**src/rtl/rlwc_pkg.sv**
```systemverilog
// shared types and constants of the read length window capacity block
// no dependencies
`default_nettype none

package rlwc_pkg;

  // fixed field widths and stream packing
  localparam int unsigned ACT_W       = 2;
  localparam int unsigned FIELD_W     = 16;
  localparam int unsigned CAP_W       = 48;
  localparam int unsigned STAT_W      = 2;
  localparam int unsigned IN_DATA_W   = 40;
  localparam int unsigned OUT_DATA_W  = 48;
  localparam int unsigned IN_LEN_LSB  = 0;
  localparam int unsigned IN_VALID_BIT = 16;
  localparam int unsigned IN_WIN_LSB  = 17;

  typedef enum logic [ACT_W-1:0] {
    ACT_ADD   = 2'd0,
    ACT_BUILD = 2'd1,
    ACT_QUERY = 2'd2,
    ACT_NONE  = 2'd3
  } action_e;

  typedef enum logic [STAT_W-1:0] {
    ST_OK        = 2'd0,
    ST_TOO_LONG  = 2'd1,
    ST_NOT_BUILT = 2'd2
  } status_e;

  typedef enum logic [3:0] {
    S_CLEAR,
    S_IDLE,
    S_DISPATCH,
    S_ADD_RD,
    S_ADD_WR,
    S_QRY_RD,
    S_SCAN,
    S_DRAIN1,
    S_DRAIN2,
    S_RESP
  } ctrl_state_e;

  // commands from the controller to the datapath
  typedef struct packed {
    logic load;
    logic clr_wr;
    logic scan_step;
    logic add_rd;
    logic add_wr;
    logic qry_rd;
    logic set_ready;
    logic out_load;
  } dp_cmd_t;

  // status from the datapath to the controller
  typedef struct packed {
    action_e act;
    logic    do_add;
    logic    do_query;
    logic    ctr_zero;
    logic    ctr_full;
    logic    out_free;
  } dp_stat_t;

endpackage

`default_nettype wire

```
**src/rtl/rlwc_ctrl.sv**
```systemverilog
// controller state machine of the window capacity block
// depends on rlwc_pkg for state, command and status types
`default_nettype none

module rlwc_ctrl import rlwc_pkg::*; (
  input  wire logic     clk_i,
  input  wire logic     rst_ni,
  input  wire logic     s_tvalid_i,
  output logic          s_tready_o,
  output dp_cmd_t       cmd_o,
  input  wire dp_stat_t stat_i
);

  ctrl_state_e state_q, state_d;

  // state register, clearing pass runs first after reset
  always_ff @(posedge clk_i or negedge rst_ni) begin
    if (!rst_ni) begin
      state_q <= S_CLEAR;
    end else begin
      state_q <= state_d;
    end
  end

  assign s_tready_o = (state_q == S_IDLE);

  // next state and commands
  always_comb begin
    state_d = state_q;
    cmd_o   = '0;
    unique case (state_q)
      S_CLEAR: begin
        cmd_o.clr_wr = 1'b1;
        if (stat_i.ctr_full) begin
          state_d = S_IDLE;
        end
      end
      S_IDLE: begin
        if (s_tvalid_i) begin
          cmd_o.load = 1'b1;
          state_d    = S_DISPATCH;
        end
      end
      S_DISPATCH: begin
        unique case (stat_i.act)
          ACT_ADD:   state_d = stat_i.do_add ? S_ADD_RD : S_RESP;
          ACT_BUILD: state_d = S_SCAN;
          ACT_QUERY: state_d = stat_i.do_query ? S_QRY_RD : S_RESP;
          ACT_NONE:  state_d = S_RESP;
          default:   state_d = S_RESP;
        endcase
      end
      S_ADD_RD: begin
        cmd_o.add_rd = 1'b1;
        state_d      = S_ADD_WR;
      end
      S_ADD_WR: begin
        cmd_o.add_wr = 1'b1;
        state_d      = S_RESP;
      end
      S_QRY_RD: begin
        cmd_o.qry_rd = 1'b1;
        state_d      = S_RESP;
      end
      S_SCAN: begin
        cmd_o.scan_step = 1'b1;
        if (stat_i.ctr_zero) begin
          state_d = S_DRAIN1;
        end
      end
      S_DRAIN1: begin
        state_d = S_DRAIN2;
      end
      S_DRAIN2: begin
        cmd_o.set_ready = 1'b1;
        state_d         = S_RESP;
      end
      S_RESP: begin
        if (stat_i.out_free) begin
          cmd_o.out_load = 1'b1;
          state_d        = S_IDLE;
        end
      end
      default: begin
        state_d = S_IDLE;
      end
    endcase
  end

endmodule

`default_nettype wire

```
**config.mk**
```make
export PLATFORM = sky130hd
export DESIGN_NAME = rlwc_ctrl
export DESIGN_NICKNAME = d
export VERILOG_FILES = /design/src/rtl/rlwc_pkg.sv /design/src/rtl/rlwc_ctrl.sv
export SDC_FILE = /design/constraint.sdc
export NUM_CORES = 1
export LEC_CHECK = 0
export BUFFER_PORTS_ARGS = -buffer_cell sky130_fd_sc_hd__buf_2
export CAP_MARGIN = 20
export CORE_AREA = 3 3 40 42
export CTS_CLUSTER_DIAMETER = 30
export CTS_CLUSTER_SIZE = 8
export DETAILED_ROUTE_END_ITERATION = 8
export DIE_AREA = 0 0 43 45
export GPL_TIMING_DRIVEN = 0
export PLACE_DENSITY_LB_ADDON = 0.25
export RECOVER_POWER = 25
export SETUP_SLACK_MARGIN = 0.5
export SYNTH_ARGS = -nofsm -noshare
export SYNTH_HDL_FRONTEND = slang
export SYNTH_SLANG_ARGS = --single-unit
```
**constraint.sdc**
```tcl
create_clock -name clk_i -period 2.2 [get_ports clk_i]
set_clock_uncertainty 0.1 [all_clocks]
set_input_delay 0.44 -clock clk_i [delete_from_list [all_inputs] [get_ports clk_i]]
set_output_delay 0.44 -clock clk_i [all_outputs]
set_load 0.05 [all_outputs]
```
# [Word-level counts from Yosys, hierarchy flattened]
# Cells that the tools add are included.
[word_totals] wordCells=39 regBits=4 in_bits=10 output_inout_bits=9
[op_classes] n_reduce_logical=4 eq_ne=16 muxes=18
[ops] operator="$pmux 4 s8" count=1
[ops] operator="$mux 4" count=6
[ops] operator="$eq 4x3->1 const B" count=4
[ops] operator="$pmux 4 s4" count=1
[ops] operator="$mux 1" count=10
[ops] operator="$eq 4x2->1 const B" count=2
[ops] operator="$eq 4x4->1 const B" count=2
[ops] operator="$ne 2x2->1 const B" count=4
[ops] operator="$eq 2x2->1 const B" count=2
[ops] operator="$eq 4x1->1 const B" count=1
[ops] operator="$logic_not 4->1" count=1
[ops] operator="$reduce_and 4->1" count=1
[ops] operator="$reduce_or 3->1" count=1
[ops] operator="$eq 2x1->1 const B" count=1
[ops] operator="$logic_not 2->1" count=1

# [Longest topological paths before layout]
[depth] ltp_word=3 mapped_depth=5 depth_no_buf=4

# [Worst setup path before layout]
# No wires, ideal clock.
[synth_timing] path_type="flip-flop to output port" from="register state_q[1]" to="output cmd_o[0] (netlist name)" slack_ps=-476 n_path_buf=1 arrival_ps=2136 path_stages_with_launch=5 t_required_ps=1660 cell_sequence="dfrtp_1 buf_6 inv_1 nand2_1 nor4_1"
[synth_rtl] element="start: declaration" line_no="rlwc_ctrl.sv:14" rtl="ctrl_state_e state_q, state_d;"
[synth_rtl] element="start signal: assignment" line_no="rlwc_ctrl.sv:21" rtl="state_q <= state_d;"
[synth_rtl] element="end: declaration" line_no="rlwc_ctrl.sv:10" rtl="output dp_cmd_t cmd_o,"

==> impl_metrics.sql <==
INSERT INTO impl_metrics (metric_group, metric, value, unit) VALUES
('cells_and_area', 'area_of_the_multi_input_gates', '357', 'µm²'),
('clock_tree', 'clk_pin_slew_worst_paths', '50', 'ps'),
('cells_and_area', 'final_layout_size_suffix_gt1_frac', '0.710', ''),
('cells_and_area', 'fill_cells', '83', ''),
('synth', 'synth_sequential_area_ratio', '0.256', ''),
('clock_tree', 'worst_skew_pair.late_latency', '240', 'ps'),
('synth', 'syn-num-nets', '58', ''),
('worst_setup_path', 'critical-path-slowest-cell', 'dfrtp_2', ''),
('worst_setup_path', 'crit_path_max_incr_delay', '430', 'ps'),
('job', 'cap_violations', '0', ''),
('synth', 'synthesis.instances', '48', ''),
('place', 'dp_hpwl', '764', 'µm'),
('global_route', 'grtUsageTotal', '0.189', ''),
('cells_and_area', 'largest_register_ff_count', '4', ''),
('sta', 'timing.final.setup_violations', '0', ''),
('clock_tree', 'cts_num_sinks', '4', ''),
('place', 'placed_cells_incl_taps', '81', ''),
('cells_and_area', 'area_growth', '145', '%'),
('route', 'drtAntennaViolNets', '0', ''),
('cells_and_area', 'antenna_cells_inserted', '0', ''),
('worst_setup_path', 'worstSetupPathType', 'reg -> out', ''),
('worst_setup_path', 'arrival', '1350', 'ps'),
('worst_setup_path', 'crit_path_start_kind', 'flop', ''),
('sta', 'post_route_setup_tns', '0', 'ps'),
('cells_and_area', 'registers.top_by_ff_count', 'state_q', ''),
('place', 'port_buffers', '18', ''),
('worst_setup_path', 'path_delay_family', 'flip-flops', ''),
('route', 'drt_iter0_markers', '12', ''),
('cells_and_area', 'post_layout_nonfiller_instances', '108', ''),
('worst_setup_path', 'worst_path_required_time', '1660', 'ps'),
('global_route', 'grt_first_pass_wirelength', '2.66', 'mm'),
('sta', 'finalHoldViolations', '0', ''),
('sta', 'maxClockFrequency', '528', 'MHz'),
('route', 'routed_via_density', '5.58', ''),
('power_and_ir_drop', 'pwr_density_cell', '1400', 'nW/µm²'),
('power_and_ir_drop', 'leakagePower', '0.437', 'nW'),
('synth', 'syn_area_per_cell', '8.16', 'µm²'),
('cells_and_area', 'fin_util', '0.746', ''),
('global_route', 'grt_pass1_vias', '595', ''),
('route', 'drt_pass1_iterations', '4', ''),
('sta', 'worst_slew_pin_slew', '289', 'ps'),
('global_route', 'number_of_antenna_violations_at_the_first_check_in_global_routing', '0', ''),
('route', 'drc', '0', ''),
('sta', 'fin_ws', '307', 'ps'),
('sta', 'min_period_over_period', '0.861', ''),
('floorplanning', 'die_area', '1940', 'µm²'),
('route', 'routed_wire_length_per_instance', '17.5', 'µm'),
('place', 'dp_slack', '330', 'ps'),
('synth', 'synth-seq-cells', '4', ''),
('place', 'gp_routability_congestion', '0.778', ''),
('cells_and_area', 'final_nets', '105', ''),
('cells_and_area', 'final_area', '958', 'µm²'),
('worst_setup_path', 'critical_path_peak_fanout', '5', ''),
('place', 'placed_cell_area', '588', 'µm²'),
('route', 'num_vias', '603', ''),
('floorplanning', 'die_h', '45', 'µm'),
('global_route', 'grt_overflow', '0', ''),
('cells_and_area', 'layout.area.seq', '103', 'µm²'),
('clock_tree', 'clock-root-buffer', 'clkbuf_4', ''),
('floorplanning', 'row_count', '13', ''),
('global_route', 'grt_max_degree', '9', ''),
('synth', 'ys_warn_count', '0', ''),
('worst_setup_path', 'critPathBufInv', '2', ''),
('worst_hold_path', 'worst_hold_path_type', 'in -> async', ''),
('synth', 'yosys.cell_types.count', '26', ''),
('sta', 'maxSlewHeadroom', '0.806', ''),
('status', 'run_status', 'complete, no violations', ''),
('clock_tree', 'cts_tree', 'done', ''),
('power_and_ir_drop', 'power.ir.vdd_worst', '0.638', 'mV'),
('floorplanning', 'top_level_ports', '19', ''),
('clock_tree', 'clk_path_buf_depth', '2', ''),
('floorplanning', 'initial_utilization', '0.305', ''),
('sta', 'finalWorstPathRequiredPeriod', '1890', 'ps'),
('floorplanning', 'floorplan.core_area', '1280', 'µm²'),
('synth', 'syn_area', '392', 'µm²'),
('sta', 'drv_slew', '0', ''),
('worst_setup_path', 'path_cells', 'buf_12, nor4_4, buf_6', ''),
('route', 'wirelength', '1.89', 'mm'),
('floorplanning', 'die_w', '43', 'µm'),
('clock_tree', 'clock_tree.htree_level_count', '1', ''),
('worst_setup_path', 'worstSetupEndpointType', 'output port', ''),
('clock_tree', 'numCtsBuffers', '3', ''),
('cells_and_area', 'largestRegisters', 'state_q: 4 flops', ''),
('sta', 'grt_setup_unrepaired', 'true', '');
==> through the flow <==
step,hold WS (ps),total power (W)
finish,473,0.00134
global route,479,0.00140
CTS,443,0.00113
detailed placement,148,0.000757
global placement,146,0.000761
floorplan,44.4,0.000653
==> worst reg2reg max path: cells and delay by family (launching register included) <==
| kind | cells | cell delay (ps) |
|---|---|---|
| compound gates | 2 | 570 |
| buf+inv | 3 | 380 |
| flops | 1 | 360 |
| simple gates | 2 | 110 |
==> placed cells by master, fill, tap and decap left out, types with 2 or more instances in the layout <==
cell type	instances
dfrtp_2	2
nor2_4	2
nor3_1	2
nor3_4	3
nand2_1	3
inv_1	3
buf_6	14
o21ai_0	2
clkbuf_4	3
nor2_1	3
nor4_4	3
dfrtp_1	2
o22ai_1	2
buf_4	16
buf_8	3
buf_2	8
==> power by group <==
part | total [W] | internal (W) | switching, W | leakage [nW]
Combinational | 0.00111 | 0.000541 | 0.000571 | 0.375
Sequential | 0.000135 | 0.000102 | 0.0000324 | 0.0482
Clock | 0.0000961 | 0.0000614 | 0.0000347 | 0.0138
Total | 0.00134 | 0.000704 | 0.000638 | 0.437
==> per-layer routing <==
layer	wire length, µm	share of wire	track usage
met1	657	0.35	0.225
met2	997	0.53	0.335
met3	137	0.073	0.0438
met4	96	0.051	0.0663
met5	0	0	0
==> synth_stat cells <==
master / n / area share
nor3_1: 4 / 0.051
and2b_1: 1 / 0.019
buf_6: 3 / 0.086
a31o_1: 1 / 0.022
nor2_1: 5 / 0.048
nand2_1: 4 / 0.038
nor3_2: 1 / 0.026
a211oi_2: 1 / 0.032
and2_1: 1 / 0.016
nand2b_2: 1 / 0.022
o22ai_1: 2 / 0.032
dfrtp_1: 4 / 0.26
nand2_2: 1 / 0.016
inv_1: 4 / 0.038
nor4_1: 3 / 0.048
nor2_2: 1 / 0.016
o21bai_1: 1 / 0.019
a21oi_1: 1 / 0.013
a2111oi_2: 1 / 0.038
inv_2: 1 / 0.0096
o21ai_0: 2 / 0.026
a211oi_1: 1 / 0.019
a41oi_1: 1 / 0.022
and3_1: 1 / 0.016
nand3b_4: 1 / 0.051
a21boi_0: 1 / 0.019
==> logic make-up (layout without fill, tap and decap cells) <==
group | Yosys count | in the layout | share of synthesized area
AO/OA/AOI/OAI | 12 | 12 | 0.243
AND/OR/NAND/NOR | 24 | 24 | 0.367
flip-flops | 4 | 4 | 0.256
buffers and inverters | 8 | 53 | 0.134
==> worst paths after layout <==
check                            from         end  slack, ps  depth (start not counted)
min in group clk_i          stat_i[2]  state_q[1]        480                          3
hold reg to reg            state_q[2]  state_q[2]        670                          2
hold / removal                 rst_ni  state_q[0]        470                          2
setup reg to reg           state_q[1]  state_q[0]        570                          7
max in group asynchronous      rst_ni  state_q[2]       1290                          2
setup / recovery           state_q[2]    cmd_o[0]        310                          3
==> cell type report <==
type,instances,area share
well taps,15,0.0196
repair buffers,42,0.403
multi-input cells,36,0.372
flip-flops and latches,4,0.107
plain buffers,3,0.0444
inverters,5,0.0300
clock buffers,3,0.0235
==> timing repair <==
action	in CTS	in global routing
cloned	1	0
pin swaps	5	4
resized for setup	26	14
setup buffers	14	8
setup endpoints to repair	9	9
hold buffers	1	0
endpoints found under the hold margin	4	0
No activity file was read; power rests on OpenSTA's default activity.
